File: config.mk
export PLATFORM = sky130hd
export DESIGN_NAME = sobv_outq
export DESIGN_NICKNAME = d
export VERILOG_FILES = /design/src/rtl/core/sobv_pkg.sv /design/src/rtl/core/sobv_outq.sv
export SDC_FILE = /design/constraint.sdc
export NUM_CORES = 1
export LEC_CHECK = 0
export BUFFER_PORTS_ARGS = -buffer_cell sky130_fd_sc_hd__buf_2
export CORE_ASPECT_RATIO = 1.1
export CORE_MARGIN = 2
export CORE_UTILIZATION = 43
export CTS_CLUSTER_DIAMETER = 120
export DETAILED_ROUTE_END_ITERATION = 12
export HOLD_SLACK_MARGIN = 0.05
export PLACE_DENSITY_LB_ADDON = 0.3
export SLEW_MARGIN = 10
export SYNTH_ARGS = -nofsm -noshare
export SYNTH_HDL_FRONTEND = slang
export SYNTH_SLANG_ARGS = --single-unit
File: constraint.sdc
create_clock -name i_clk -period 6.21 [get_ports i_clk]
set_input_delay 0.9315 -clock i_clk [delete_from_list [all_inputs] [get_ports i_clk]]
set_output_delay 0.9315 -clock i_clk [all_outputs]
set_load 0.005 [all_outputs]
File: src/rtl/core/sobv_pkg.sv
package sobv_pkg;

    // fixed field and register widths
    localparam int PIX_W        = 8;
    localparam int WIDTH_REG_W  = 11;
    localparam int HEIGHT_REG_W = 16;
    localparam int CFG_IDX_W    = 1;
    localparam int CFG_DATA_W   = 16;

    // register indexes on the configuration port
    localparam logic [CFG_IDX_W-1:0] CFG_IMAGE_WIDTH  = 1'b0;
    localparam logic [CFG_IDX_W-1:0] CFG_IMAGE_HEIGHT = 1'b1;

    // input kinds carried on tuser
    localparam logic CMD_PIXEL = 1'b0;
    localparam logic CMD_DRAIN = 1'b1;

    // output queue geometry
    localparam int OUTQ_DEPTH = 8;
    localparam int OUTQ_AW    = 3;
    localparam int OUTQ_CW    = 4;

    // one result item
    typedef struct packed {
        logic [PIX_W-1:0] pixel;
        logic             last;
        logic             eof;
    } t_result;

    // control of one item in the window stage
    typedef struct packed {
        logic valid;
        logic first;
        logic drain;
        logic emit_mid;
        logic emit_end;
    } t_stage_ctl;

    // bottom row minus top row of the kernel, clamped to 0..255
    function automatic logic [PIX_W-1:0] sobel_clamp(
        input logic [PIX_W-1:0] t0,
        input logic [PIX_W-1:0] t1,
        input logic [PIX_W-1:0] t2,
        input logic [PIX_W-1:0] b0,
        input logic [PIX_W-1:0] b1,
        input logic [PIX_W-1:0] b2
    );
        logic [PIX_W+1:0] top;
        logic [PIX_W+1:0] bot;
        logic [PIX_W+2:0] diff;
        logic [PIX_W-1:0] res;
        top  = {2'b00, t0} + {1'b0, t1, 1'b0} + {2'b00, t2};
        bot  = {2'b00, b0} + {1'b0, b1, 1'b0} + {2'b00, b2};
        diff = {1'b0, bot} - {1'b0, top};
        if (diff[PIX_W+2]) begin
            res = '0;
        end else if (diff[PIX_W+1:PIX_W] != 2'b00) begin
            res = '1;
        end else begin
            res = diff[PIX_W-1:0];
        end
        return res;
    endfunction

endpackage

File: src/rtl/core/sobv_outq.sv
module sobv_outq (
    input  logic                          i_clk,
    input  logic                          i_rst_n,
    input  logic                          i_push0,
    input  sobv_pkg::t_result             i_data0,
    input  logic                          i_push1,
    input  sobv_pkg::t_result             i_data1,
    output logic                          o_valid,
    input  logic                          i_ready,
    output sobv_pkg::t_result             o_data,
    output logic [sobv_pkg::OUTQ_CW-1:0]  o_level
);

    sobv_pkg::t_result              r_mem [sobv_pkg::OUTQ_DEPTH];
    logic [sobv_pkg::OUTQ_AW-1:0]   r_wr_ptr;
    logic [sobv_pkg::OUTQ_AW-1:0]   r_rd_ptr;
    logic [sobv_pkg::OUTQ_CW-1:0]   r_count;
    logic [sobv_pkg::OUTQ_AW-1:0]   slot1;
    logic [sobv_pkg::OUTQ_CW-1:0]   push_n;
    logic                           pop;

    assign pop    = o_valid & i_ready;
    assign slot1  = r_wr_ptr + sobv_pkg::OUTQ_AW'(i_push0);
    assign push_n = sobv_pkg::OUTQ_CW'(i_push0) + sobv_pkg::OUTQ_CW'(i_push1);

    always_ff @(posedge i_clk) begin
        if (i_push0) begin
            r_mem[r_wr_ptr] <= i_data0;
        end
        if (i_push1) begin
            r_mem[slot1] <= i_data1;
        end
    end

    always_ff @(posedge i_clk) begin
        if (!i_rst_n) begin
            r_wr_ptr <= '0;
            r_rd_ptr <= '0;
            r_count  <= '0;
        end else begin
            r_wr_ptr <= r_wr_ptr + push_n[sobv_pkg::OUTQ_AW-1:0];
            r_rd_ptr <= r_rd_ptr + sobv_pkg::OUTQ_AW'(pop);
            r_count  <= r_count + push_n - sobv_pkg::OUTQ_CW'(pop);
        end
    end

    assign o_valid = (r_count != '0);
    assign o_data  = r_mem[r_rd_ptr];
    assign o_level = r_count;

endmodule

==> results summary <==
The run finished with clean final reports. The library cell used most frequently in the layout, excluding fill and tap cells, is mux2_2. The number of filler instances in the final layout came out at 930. The count of unique library cells instantiated by Yosys is 40. The largest vdd supply drop is 0.000131 V. The count of pins on the block boundary came out at 40. For this block, the initial DRC count from the detailed router was 105. The via density per instance came out at 5.41. The die covers 11,800 sq um.

Buffers inserted during clock tree synthesis total 9. The estimated wirelength of the detail-placed design is 6590 microns. The parity-gate share of the synthesized area counting xor and xnor cells is 1.91%. The width of the chip is 104 microns. STA classifies the critical path endpoint as a register. STA classifies the critical path startpoint as an input port.

The synthesized area came out at 4710 sq um. The clock tree from TritonCTS is built. The clock drives 90 sinks.

The clock transition time at the flip-flop clock pins of the worst setup and hold paths is 60 ps. The mean instance size in the synthesized netlist is 16.7 sq um. The minimum hold slack is 614 ps. The number of global-route vias before repair came to 2,688. The first global-routing pass estimated 15,700 microns of wire. For this run, the slowest stage of the critical path takes 810 ps.

Once layout is complete, the utilization of the core stands at 50.0%. The time the final worst path needs with I/O delays and setup is 3270 ps. Among the stages of the critical path, the cell type that occurs most often is ha_1. The startpoint identified for the worst register-to-register timing path is r_wr_ptr[0]. The count of final hold-check violations is 0.

The post-synthesis share of cell area spent on full adders, half adders and majority gates is 3.50%. In this run the worst setup path begins at i_push0. The maximum clock rate is 306 MHz. Setup violations remaining at the end of the flow were counted as 0.

For this run, design rule violations remaining after detail routing come to 0. The total design power is 1830 uW. The analysis attributes to cell leakage a power of 0.00187 uW. The data arrival time at the worst-slack endpoint came out at 3220 ps. The share of the yosys chip area belonging to registers is 55.2%. The power density of the placed cells is 338 nW/um^2.

The max-slew headroom at the worst pin came out at 22.2%. Yosys printed 0 warnings. Routability-driven placement finished with a final weighted congestion of 0.787. The net count reported at finish came out at 365. The starting density of the core is 43.6%. After routing, the total negative slack on setup checks comes to 0 ps. The routed layout has 2,599 vias. The count of nets left with antenna violations once routing finished came out at 0. The vertical extent of the die came out at 114 microns. Among cell families on the critical path, the largest total delay comes from simple AND/OR/NAND/NOR gates.

The number of antenna violations at the first check in global routing is 0. The library cells used most frequently in the layout, excluding fill and tap cells, are mux2_2 (90), edfxtp_1 (80), buf_2 (39). Setup repair after global routing left no endpoint under its margin. The standard cell with the maximum stage delay on the critical path is nor3_2. The instance area after placement is 5100 sq um. The pin count of the biggest net entering global routing came out at 22. The complex-gate fraction of the synthesized area is 1.43%. The routed design has 10,200 microns of wire. The clock latency at the later pin of the worst-skew pair is 340 ps. The repair_antennas step left the layout with diodes totalling 0.

The mean routed wirelength per cell came out at 21.3 microns. At the pin with the least slew margin, the transition time is 1160 ps. The number of buffers added for setup after CTS came out at 0. In the final layout, the share of cells above drive strength 1 is 55.0%. The proportion of synthesized area in mux cells is 31.5%. The worst min-delay path startpoint is o_level[0]. In the final layout, the multi-input gates occupy 2040 sq um. The post-synthesis simple-gate area fraction is 4.43%.

The signal on the critical path passes through buf_2 > ha_1 > ha_1 > xor2_4 > nor3_2 > o21bai_1. The core region area is 10,800 sq um. The tree is rooted in a clkbuf_16. Buffers placed on the I/O ports in this run total 39. The final max-slew violation count is 0. The register cell area after layout is 2600 sq um. The buffer and inverter count on the worst path is 1.

The post-synthesis sequential element count is 90. For the worst setup path, the data required time is 6160 ps. By area, the combinational part of the netlist is dominated by multiplexers. The count of standard-cell rows is 40.

The synthesized instance count is 282. The clock passes through at most 2 buffers. Across the run, the number of max-cap violations was 0.

The number of nets handed over by synthesis was 319. Global routing consumed, over all layers together, 18.1% of the routing resources. The number of hold buffers added after CTS is 0. After clock tree synthesis, the repair step resized 0 gates. The area of all placed cells without fillers is 5410 sq um.

The maximum level of the CTS H-tree is 3. The area added between synthesis and finish came out at 14.8%. The worst hold path belongs to the class register to register. Dividing the final minimum period by the clock period gives 52.6%.

By startpoint and endpoint, the worst setup path is classified as input port to register. Across the routed clock network, the largest skew measured is 5.94 ps. The aggregate global routing overflow came out at 0. Of all nets on the critical path, the largest fanout is 11. The detailed-router iteration count before antenna repair is 4.
==> area by class of cell <==
| type | count | share of cell area, % |
|---|---|---|
| Clock inverter | 5 | 1.43 |
| Clock buffer | 11 | 4.30 |
| Timing Repair Buffer | 46 | 4.58 |
| Tap cell | 147 | 3.40 |
| Inverter | 7 | 0.486 |
| Sequential cell | 90 | 48.1 |
| Multi-Input combinational cell | 174 | 37.7 |
==> worst register-to-register path, cell delays in order, from the launching register on <==
cell	delay, ps
dfxtp_1	490
ha_1	210
ha_1	340
xor2_4	170
nor3_2	810
o21bai_1	620
==> cells by family after synthesis <==
logic type,count (synthesis)
mux,112
buf+inv,18
xor+xnor,6
fa+ha+maj,12
compound gates,10
flops,90
simple gates,34
==> cells in the mapped netlist <==
cell      instances  area, sq um
o21bai_1          2         15.0
mux2_2           90         1010
buf_4             3         22.5
nor2_1            1         3.75
nor3_2            1         10.0
nor2_4            2         22.5
xor2_1            2         17.5
xnor2_1           2         17.5
and3_1            1         6.26
nand2b_1          5         31.3
nand2_1           7         26.3
xor2_4            1         27.5
edfxtp_1         80         2400
a21o_1            1         7.51
mux2i_1           2         20.0
fa_1              2         40.0
nor2_2            2         12.5
nand2_2           1         6.26
xnor2_4           1         27.5
dfxtp_1          10          200
ha_1             10          125
clkbuf_1          1         3.75
and2_1            7         43.8
nor2b_1           1         6.26
o31ai_1           1         7.51
o32ai_1           1         8.76
mux4_2           20          450
a21oi_1           1         5.00
buf_1             3         11.3
nand3b_1          1         7.51
or2_2             1         6.26
nor3_1            1         5.00
nand3_1           1         5.00
o21ai_0           1         5.00
inv_1             7         26.3
buf_6             2         22.5
buf_2             2         10.0
o22ai_1           3         18.8
nor3b_1           1         7.51
or3b_2            1         8.76
==> where the power goes <==
part	internal (uW)	leakage, uW	switching (uW)
Clock	352	0.000152	224
Sequential	747	0.000816	46.7
Combinational	247	0.000901	213
==> per-stage QoR <==
step                cells  setup WS [ps]
floorplan             282           3460
global placement      464           2530
detailed placement    464           2560
CTS                   480           2920
global route          480           2800
finish                480           2940
==> metal layers <==
metal | part of all wire, % | track usage [%]
met1 | 45 | 24.5
met2 | 49 | 29.0
met3 | 3.9 | 2.69
met4 | 1.9 | 8.56
met5 | 0 | 0
==> state kept, by name, summed over array words and instances (netlist names) <==
register,count
o_level,4
r_rd_ptr,3
r_mem,80
r_wr_ptr,3
==> worst paths after layout <==
kind,to,slack (ps),cells past startpoint
worst max-delay path,r_mem[1][3],2940,6
worst min-delay path,o_level[0],610,2
worst max register to register,r_mem[1][3],3170,5
worst min register to register,o_level[0],610,2
Note: power is estimated with default switching activity, not from simulation.
