### config.mk
export PLATFORM = sky130hd
export DESIGN_NAME = sobv_kernel
export DESIGN_NICKNAME = d
export VERILOG_FILES = /design/src/rtl/core/sobv_pkg.sv /design/src/rtl/core/sobv_kernel.sv
export SDC_FILE = /design/constraint.sdc
export NUM_CORES = 1
export LEC_CHECK = 0
export BUFFER_PORTS_ARGS = -buffer_cell sky130_fd_sc_hd__clkbuf_2
export CAP_MARGIN = 10
export CORE_MARGIN = 4
export CORE_UTILIZATION = 35
export CTS_CLUSTER_DIAMETER = 100
export DETAILED_ROUTE_END_ITERATION = 16
export PLACE_DENSITY_LB_ADDON = 0.2
export SETUP_SLACK_MARGIN = 0.5
export SYNTH_ARGS = -nofsm -noshare
export SYNTH_HDL_FRONTEND = slang
export SYNTH_SLANG_ARGS = --single-unit
### constraint.sdc
create_clock -name i_clk -period 17.8 [get_ports i_clk]
set_input_delay 2.67 -clock i_clk [delete_from_list [all_inputs] [get_ports i_clk]]
set_output_delay 2.67 -clock i_clk [all_outputs]
set_load 0.02 [all_outputs]
### src/rtl/core/sobv_pkg.sv
package sobv_pkg;

    // fixed field and register widths
    localparam int PIX_W        = 8;
    localparam int WIDTH_REG_W  = 11;
    localparam int HEIGHT_REG_W = 16;
    localparam int CFG_IDX_W    = 1;
    localparam int CFG_DATA_W   = 16;

    // register indexes on the configuration port
    localparam logic [CFG_IDX_W-1:0] CFG_IMAGE_WIDTH  = 1'b0;
    localparam logic [CFG_IDX_W-1:0] CFG_IMAGE_HEIGHT = 1'b1;

    // input kinds carried on tuser
    localparam logic CMD_PIXEL = 1'b0;
    localparam logic CMD_DRAIN = 1'b1;

    // output queue geometry
    localparam int OUTQ_DEPTH = 8;
    localparam int OUTQ_AW    = 3;
    localparam int OUTQ_CW    = 4;

    // one result item
    typedef struct packed {
        logic [PIX_W-1:0] pixel;
        logic             last;
        logic             eof;
    } t_result;

    // control of one item in the window stage
    typedef struct packed {
        logic valid;
        logic first;
        logic drain;
        logic emit_mid;
        logic emit_end;
    } t_stage_ctl;

    // bottom row minus top row of the kernel, clamped to 0..255
    function automatic logic [PIX_W-1:0] sobel_clamp(
        input logic [PIX_W-1:0] t0,
        input logic [PIX_W-1:0] t1,
        input logic [PIX_W-1:0] t2,
        input logic [PIX_W-1:0] b0,
        input logic [PIX_W-1:0] b1,
        input logic [PIX_W-1:0] b2
    );
        logic [PIX_W+1:0] top;
        logic [PIX_W+1:0] bot;
        logic [PIX_W+2:0] diff;
        logic [PIX_W-1:0] res;
        top  = {2'b00, t0} + {1'b0, t1, 1'b0} + {2'b00, t2};
        bot  = {2'b00, b0} + {1'b0, b1, 1'b0} + {2'b00, b2};
        diff = {1'b0, bot} - {1'b0, top};
        if (diff[PIX_W+2]) begin
            res = '0;
        end else if (diff[PIX_W+1:PIX_W] != 2'b00) begin
            res = '1;
        end else begin
            res = diff[PIX_W-1:0];
        end
        return res;
    endfunction

endpackage

### src/rtl/core/sobv_kernel.sv
module sobv_kernel (
    input  logic                      i_clk,
    input  sobv_pkg::t_stage_ctl      i_ctl,
    input  logic [sobv_pkg::PIX_W-1:0] i_above,
    input  logic [sobv_pkg::PIX_W-1:0] i_px,
    output logic                      o_push0,
    output sobv_pkg::t_result         o_data0,
    output logic                      o_push1,
    output sobv_pkg::t_result         o_data1
);

    // only the top and bottom rows of the window reach the kernel
    logic [sobv_pkg::PIX_W-1:0] r_top [3];
    logic [sobv_pkg::PIX_W-1:0] r_bot [3];
    logic [sobv_pkg::PIX_W-1:0] n_top [3];
    logic [sobv_pkg::PIX_W-1:0] n_bot [3];
    logic [sobv_pkg::PIX_W-1:0] res_mid;
    logic [sobv_pkg::PIX_W-1:0] res_end;

    always_comb begin
        n_top = r_top;
        n_bot = r_bot;
        if (i_ctl.valid) begin
            if (i_ctl.first) begin
                n_top[0] = '0;
                n_top[1] = '0;
                n_bot[0] = '0;
                n_bot[1] = '0;
            end else begin
                n_top[0] = r_top[1];
                n_top[1] = r_top[2];
                n_bot[0] = r_bot[1];
                n_bot[1] = r_bot[2];
            end
            n_top[2] = i_above;
            n_bot[2] = i_px;
        end
    end

    always_ff @(posedge i_clk) begin
        r_top <= n_top;
        r_bot <= n_bot;
    end

    always_comb begin
        res_mid = sobv_pkg::sobel_clamp(n_top[0], n_top[1], n_top[2],
                                        n_bot[0], n_bot[1], n_bot[2]);
        // right border: zero column on the right
        res_end = sobv_pkg::sobel_clamp(n_top[1], n_top[2], '0,
                                        n_bot[1], n_bot[2], '0);
    end

    assign o_push0       = i_ctl.valid & i_ctl.emit_mid;
    assign o_data0.pixel = res_mid;
    assign o_data0.last  = ~i_ctl.emit_end;
    assign o_data0.eof   = 1'b0;
    assign o_push1       = i_ctl.valid & i_ctl.emit_end;
    assign o_data1.pixel = res_end;
    assign o_data1.last  = 1'b1;
    assign o_data1.eof   = i_ctl.drain;

endmodule

==> results of run 1 <==
-- path summary, 6_finish.rpt --
| path | start | end | slack, ps | cells past startpoint |
|---|---|---|---|---|
| worst max-delay path | i_ctl[4] | o_data0[7] | 7120 | 20 |
| worst min-delay path | r_top[19] | r_top[19] | 490 | 2 |
| worst max register to register | r_top[13] | r_top[13] | 16790 | 2 |
| worst min register to register | r_top[19] | r_top[19] | 490 | 2 |
-- cells by family after synthesis --
logic type,Yosys count
adder cells (fa/ha/maj),70
buffers and inverters,140
flip-flops,48
multiplexers,17
AND/OR/NAND/NOR,66
XOR/XNOR,14
other,2
AO/OA/AOI/OAI,92
-- registers in the layout, summed over array words and instances, names as in the netlist --
| register | count |
|---|---|
| r_bot | 24 |
| r_top | 24 |
-- stage by stage --
step	total power [mW]	instances	hold WS, ps	setup slack [ps]	util [%]
2_1_floorplan	0.576	449	445	7960	-
3_3_place_gp	0.715	617	466	7270	39.0
3_5_place_dp	0.719	617	481	7100	39.0
4_1_cts	0.785	622	493	7090	39.6
5_1_grt	0.864	622	530	6780	39.6
6_report	0.776	622	486	7120	39.6
-- layout by cell type (no fill, tap or decap), types with 8 or more instances in the layout --
cell      count
fa_1         40
mux2i_1      13
o21a_1       31
inv_1       127
nand2_1      32
o21ai_0      25
a21oi_1      17
nor2_1        8
xnor2_1      12
ha_1         30
dfxtp_1      48
clkbuf_2     39
-- power groups by stage --
stage          sequential [mW]  combinational (mW)  clock, mW
2_1_floorplan            0.123               0.453          0
3_3_place_gp             0.124               0.591          0
3_5_place_dp             0.125               0.595          0
4_1_cts                  0.122               0.601     0.0628
5_1_grt                  0.123               0.674     0.0664
6_report                 0.122               0.595     0.0597
-- worst min-delay path: stages, from the launching register on --
cell and delay (ps):
dfxtp_1 300, inv_1 40, o21ai_0 90
-- cell type report --
cell class              instances  area [sq um]
clock buffers                   5          68.8
inverters                     127           477
repair buffers                 41           210
fillers                      1102          6570
multi-input cells             261          2420
well taps                     140           175
flip-flops and latches         48           961
-- routing by layer --
metal / GRT usage, % / vias up
met5: 0 / -
met4: 3.80 / 0
met3: 2.28 / 7
met2: 19.3 / 53
met1: 20.1 / 1271
li1: - / 1456
==> qor.log, run 1 <==
INFO  routing        routed-wl-met3=260um
INFO  synthesis      yosys.area.top_type_share=24.5%
INFO  placed_design  place.port_buffers=39
INFO  routing        drt-initial-drc-count=61
INFO  power          standby_leakage_power=2.17nW
INFO  die            fp.coreArea=10900squm
INFO  worst_setup_path criticalPathCategory=input port to primary output
INFO  cells_and_area drive_gt1_share=11.4%
INFO  synthesis      post_synth_fa_ha_maj_area_fraction=29.9%
INFO  placed_design  detailedPlacementHpwl=6630um
INFO  synthesis      number_of_library_cell_types_mapped_by_synthesis=44
INFO  synthesis      postSynthCellCount=449
INFO  power          p_int=389uW
INFO  global_routing grt_start_max_net_pins=53
INFO  clock_network  clock_insertion_delay_worst_skew=300ps
INFO  synthesis      synth_flop_cell=dfxtp_1
INFO  die            ioPinCount=44
INFO  synthesis      synth.most_common_cell=inv_1
INFO  cells_and_area antenna_cell_count=0
INFO  routing        drc=0
INFO  power          power.share.combinational=76.6%
INFO  power          sequentialPowerShare=15.7%
INFO  sta            fin_worst_skew=6.20ps
INFO  sta            fin_tns_setup=0ps
INFO  die            die-width=114um
INFO  synthesis      ys_seq_elements=48
INFO  synthesis      yosys-top-cells-count=inv_1 (127), dfxtp_1 (48), fa_1 (40), nand2_1 (32), o21a_1 (31)
INFO  worst_setup_path top_family_by_delay_on_critical_path=adder cells
INFO  sta            tightest_slew=624ps
INFO  worst_setup_path crit_path_cell_trace=clkbuf_2 -> buf_4 -> nor2b_2 -> buf_4 -> nand2_1 -> o21a_1 -> fa_1 -> inv_1 -> fa_1 -> inv_1 -> fa_1 -> inv_1 -> ha_1 -> nor2b_1 -> o31a_1 -> o211ai_1 -> a21oi_1 -> a2111o_1 -> o21a_1 -> clkbuf_2
INFO  sta            timing.final.hold_violations=0
INFO  synthesis      synth.net_count=541
INFO  global_routing grt_remaining_overflow=0
INFO  worst_setup_path critical_path_peak_fanout=52
INFO  worst_setup_path cp_max_delay_cell=fa_1
INFO  synthesis      synthesis.area=3930squm
INFO  flow_run       number_of_violations_of_the_max_capacitance_limit=0
INFO  worst_setup_path critPathBufInv=7
INFO  die            initial_core_util=36.1%
INFO  clock_network  clk_pin_slew=80ps
INFO  synthesis      postSynthAreaPerCell=8.75squm
INFO  clock_network  cts_tree=done
INFO  worst_hold_path hold_path_class=register to register
INFO  routing        postRouteAntennaNets=0
INFO  sta            post-route-period-util=60.0%
INFO  run_status     status=completed
INFO  placed_design  finalWeightedCongestion=0.736
INFO  synthesis      ys_async_sr_fraction=0%
INFO  synthesis      synth.area.mux_share=4.84%
INFO  synthesis      synth_area_leader_cell=dfxtp_1
INFO  synthesis      sequential_to_total_area_share_from_yosys_stat=24.5%
INFO  synthesis      edff_count_synth=0
INFO  routing        routed_wire_length_per_instance=12.5um
INFO  routing        met2_wirelength=3250um
INFO  placed_design  post_dp_cell_area=4250squm
INFO  global_routing grt_pass1_wl=13900um
INFO  routing        route.vias.total=2787
INFO  cells_and_area area_growth_synth_to_finish=9.91%
INFO  worst_setup_path worst_ep_arrival_time=8010ps
INFO  clock_network  postCtsSetupRepairBufs=0
INFO  routing        met1Wirelength=4160um
INFO  synthesis      synth_top_family_by_area=adder cells
INFO  synthesis      yosys-top-cells-area=dfxtp_1 (24%), fa_1 (20%), inv_1 (12%)
INFO  power          power.share.clock=7.7%
INFO  clock_network  cts.htree.levels=2
INFO  clock_network  ctsRootBufferMaster=clkbuf_8
INFO  worst_setup_path crit_required=15130ps
INFO  sta            grt_setup_unrepaired=no
INFO  routing        topRoutingLayerUsed=met4
INFO  clock_network  cts.hold.buffers_added=0
INFO  worst_setup_path cpPeakStageDelay=540ps
INFO  sta            fmax=93.7MHz
INFO  power          p_sw_share=49.9%
INFO  power          power_switching=387uW
INFO  synthesis      synth-simple-area-share=8.38%
INFO  global_routing antenna_violations_before_repair=0
INFO  worst_setup_path critical_path.startpoint_type=input port
INFO  clock_network  clock_sink_count=48
INFO  synthesis      xor_xnor_share_of_the_synthesized_area=3.12%
INFO  clock_network  cts_buffers=5
INFO  global_routing first_global_vias=2902
INFO  synthesis      synth-compound-area-share=15.2%
INFO  cells_and_area fin_nets=576
INFO  clock_network  ctsLongestPathBuffers=2
INFO  sta            max_slew_margin=58.4%
INFO  sta            min_period=10680ps
INFO  routing        route.final.wire_length=7780um
INFO  routing        drtPass1Iterations=4
INFO  power          peakVddDrop=0.168mV
INFO  sta            max_transition_viols_final=0
INFO  die            die_area=13000squm
INFO  synthesis      synth_warnings=0
INFO  die            chipHeight=114um
INFO  global_routing global_route.usage.total=13.3%
INFO  routing        detail_route.vias_per_cell=4.48
INFO  clock_network  post_cts_resized=0
INFO  power          pwr_density_cell=180nW/um^2
INFO  cells_and_area final_cell_area=4320squm
INFO  sta            setup_viol_count_final=0
INFO  worst_setup_path worstSetupEndpointType=primary output
INFO  die            rows=38
Power figures use the tool's default switching activity.
==> run 2, diff against run 1 <==
clock period = 9.56 ns   (was 17.8 ns; I/O delays follow)
==> qor.log, run 2 (synthesis gave the netlist of run 1 again) <==
INFO  run_status     status=completed
INFO  global_routing grt_start_max_net_pins=52
INFO  worst_setup_path critical_path_peak_fanout=51
INFO  clock_network  postCtsSetupRepairBufs=0
INFO  clock_network  cts.htree.levels=2
INFO  routing        route.vias.total=2767
INFO  die            ioPinCount=44
INFO  sta            max_transition_viols_final=0
INFO  sta            setup_viol_count_final=0
INFO  global_routing global_route.usage.total=12.3%
INFO  routing        postRouteAntennaNets=0
INFO  routing        drc=0
INFO  global_routing grt_remaining_overflow=0
INFO  clock_network  clk_pin_slew=80ps
INFO  placed_design  placed_cells=617
INFO  flow_run       number_of_violations_of_the_max_capacitance_limit=0
INFO  clock_network  post_cts_resized=0
INFO  worst_setup_path worstSetupEndpointType=primary output
INFO  sta            fin_tns_setup=0ps
INFO  cells_and_area fin_nets=576
INFO  routing        routed_wire_length_per_instance=12.1um
INFO  worst_setup_path critical_path.startpoint_type=input port
INFO  clock_network  ctsLongestPathBuffers=2
INFO  sta            timing.final.hold_violations=0
INFO  worst_hold_path hold_path_class=register to register
INFO  worst_setup_path worst_ep_arrival_time=6060ps
INFO  sta            post-route-period-util=78.3%
INFO  routing        topRoutingLayerUsed=met4
INFO  power          standby_leakage_power=2.18nW
INFO  die            rows=38
INFO  routing        drtPass1Iterations=4
INFO  cells_and_area final_cell_mix=inv_1 (127), dfxtp_1 (48), fa_1 (40), clkbuf_2 (39), nand2_1 (32)
INFO  sta            min_period=7490ps
INFO  power          pwr_density_cell=335nW/um^2
INFO  clock_network  clock_insertion_delay_worst_skew=310ps
INFO  power          total_power=1.45mW
INFO  placed_design  detailedPlacementHpwl=6360um
INFO  global_routing antenna_violations_before_repair=0
INFO  routing        met2_wirelength=3090um
INFO  die            die-width=114um
INFO  sta            max_slew_margin=57.9%
INFO  routing        routed-wl-met3=242um
INFO  placed_design  place.port_buffers=39
INFO  sta            grt_setup_unrepaired=no
INFO  die            die_area=13000squm
INFO  cells_and_area antenna_cell_count=0
INFO  sta            tightest_slew=624ps
INFO  routing        route.final.wire_length=7580um
INFO  clock_network  cts_buffers=5
INFO  die            chipHeight=114um
INFO  placed_design  finalWeightedCongestion=0.800
INFO  die            fp.coreArea=10900squm
INFO  sta            fin_worst_skew=3.22ps
INFO  cells_and_area instances_no_fill=624
INFO  global_routing first_global_vias=2777
INFO  cells_and_area layout_top_registers=r_bot x24, r_top x24
INFO  clock_network  ctsRootBufferMaster=clkbuf_8
INFO  clock_network  cts.hold.buffers_added=0
INFO  sta            fmax=134MHz
INFO  worst_setup_path criticalPathCategory=input port to primary output
INFO  clock_network  cts_tree=done
INFO  routing        drt-initial-drc-count=116
INFO  routing        met1Wirelength=4110um
INFO  cells_and_area area_growth_synth_to_finish=10.1%
INFO  cells_and_area drive_gt1_share=11.6%
INFO  cells_and_area num-fill-cells=1120
INFO  power          peakVddDrop=0.248mV
INFO  global_routing grt_pass1_wl=12800um
INFO  cells_and_area most_common_cell_after_layout_fill_and_taps_aside=inv_1
INFO  clock_network  clock_sink_count=48
INFO  die            initial_core_util=36.1%
INFO  worst_setup_path crit_required=8130ps
INFO  routing        detail_route.vias_per_cell=4.43
run 2: changes by cell type in the layout (fill, tap and decap cells not counted):
cell | before | now
clkbuf_1 | 0 | 1
clkinv_2 | 0 | 1
run 2: report_power, final:
group	internal (mW)	switching, mW	total (mW)
Sequential	0.219	0.00762	0.226
Combinational	0.454	0.650	1.10
Clock	0.0499	0.0671	0.117
Total	0.723	0.725	1.45
run 2: layer usage:
metal | vias to the layer above | global-route usage, %
met5 | - | 0
met4 | 0 | 4.51
met3 | 8 | 2.28
met2 | 41 | 17.7
met1 | 1262 | 18.3
li1 | 1456 | -
run 2: final cells by class:
type	count	area, sq um	area share, %
Multi-Input combinational cell	261	2420	56.1
Sequential cell	48	961	22.2
Inverter	127	477	11.0
Timing Repair Buffer	41	210	4.86
Tap cell	140	175	4.05
Clock buffer	6	72.6	1.68
Clock inverter	1	5.00	0.116
run 2: stage by stage:
stage / cell area, sq um / worst slack (ps) / hold WS (ps) / util, %
after detailed placement: 4250 / 2060 / 475 / 39.0
final: 4330 / 2070 / 482 / 39.7
after CTS: 4330 / 2020 / 490 / 39.7
after floorplan: 3930 / 2190 / 445 / -
after global routing: 4330 / 1770 / 539 / 39.7
after global placement: 4250 / 2100 / 469 / 39.0
run 2: worst paths after layout:
path,from,endpoint,slack (ps),cells after the start
setup reg to reg,r_top[9],r_top[9],8510,3
hold reg to reg,r_top[19],r_top[19],480,2
setup / recovery,i_ctl[4],o_data0[9],2070,19
hold / removal,r_top[19],r_top[19],480,2
run 2: worst max-delay path: stages:
cell and delay (ps):
clkbuf_2 80, buf_4 480, mux2i_1 360, inv_1 130, xnor2_1 150, ha_1 210, a21o_1 170, fa_1 510
inv_1 50, fa_1 480, inv_1 50, ha_1 320, nor2b_1 160, o31a_1 290, o211ai_1 200, a21oi_1 90
a2111o_1 520, o21a_1 240, clkbuf_2 150
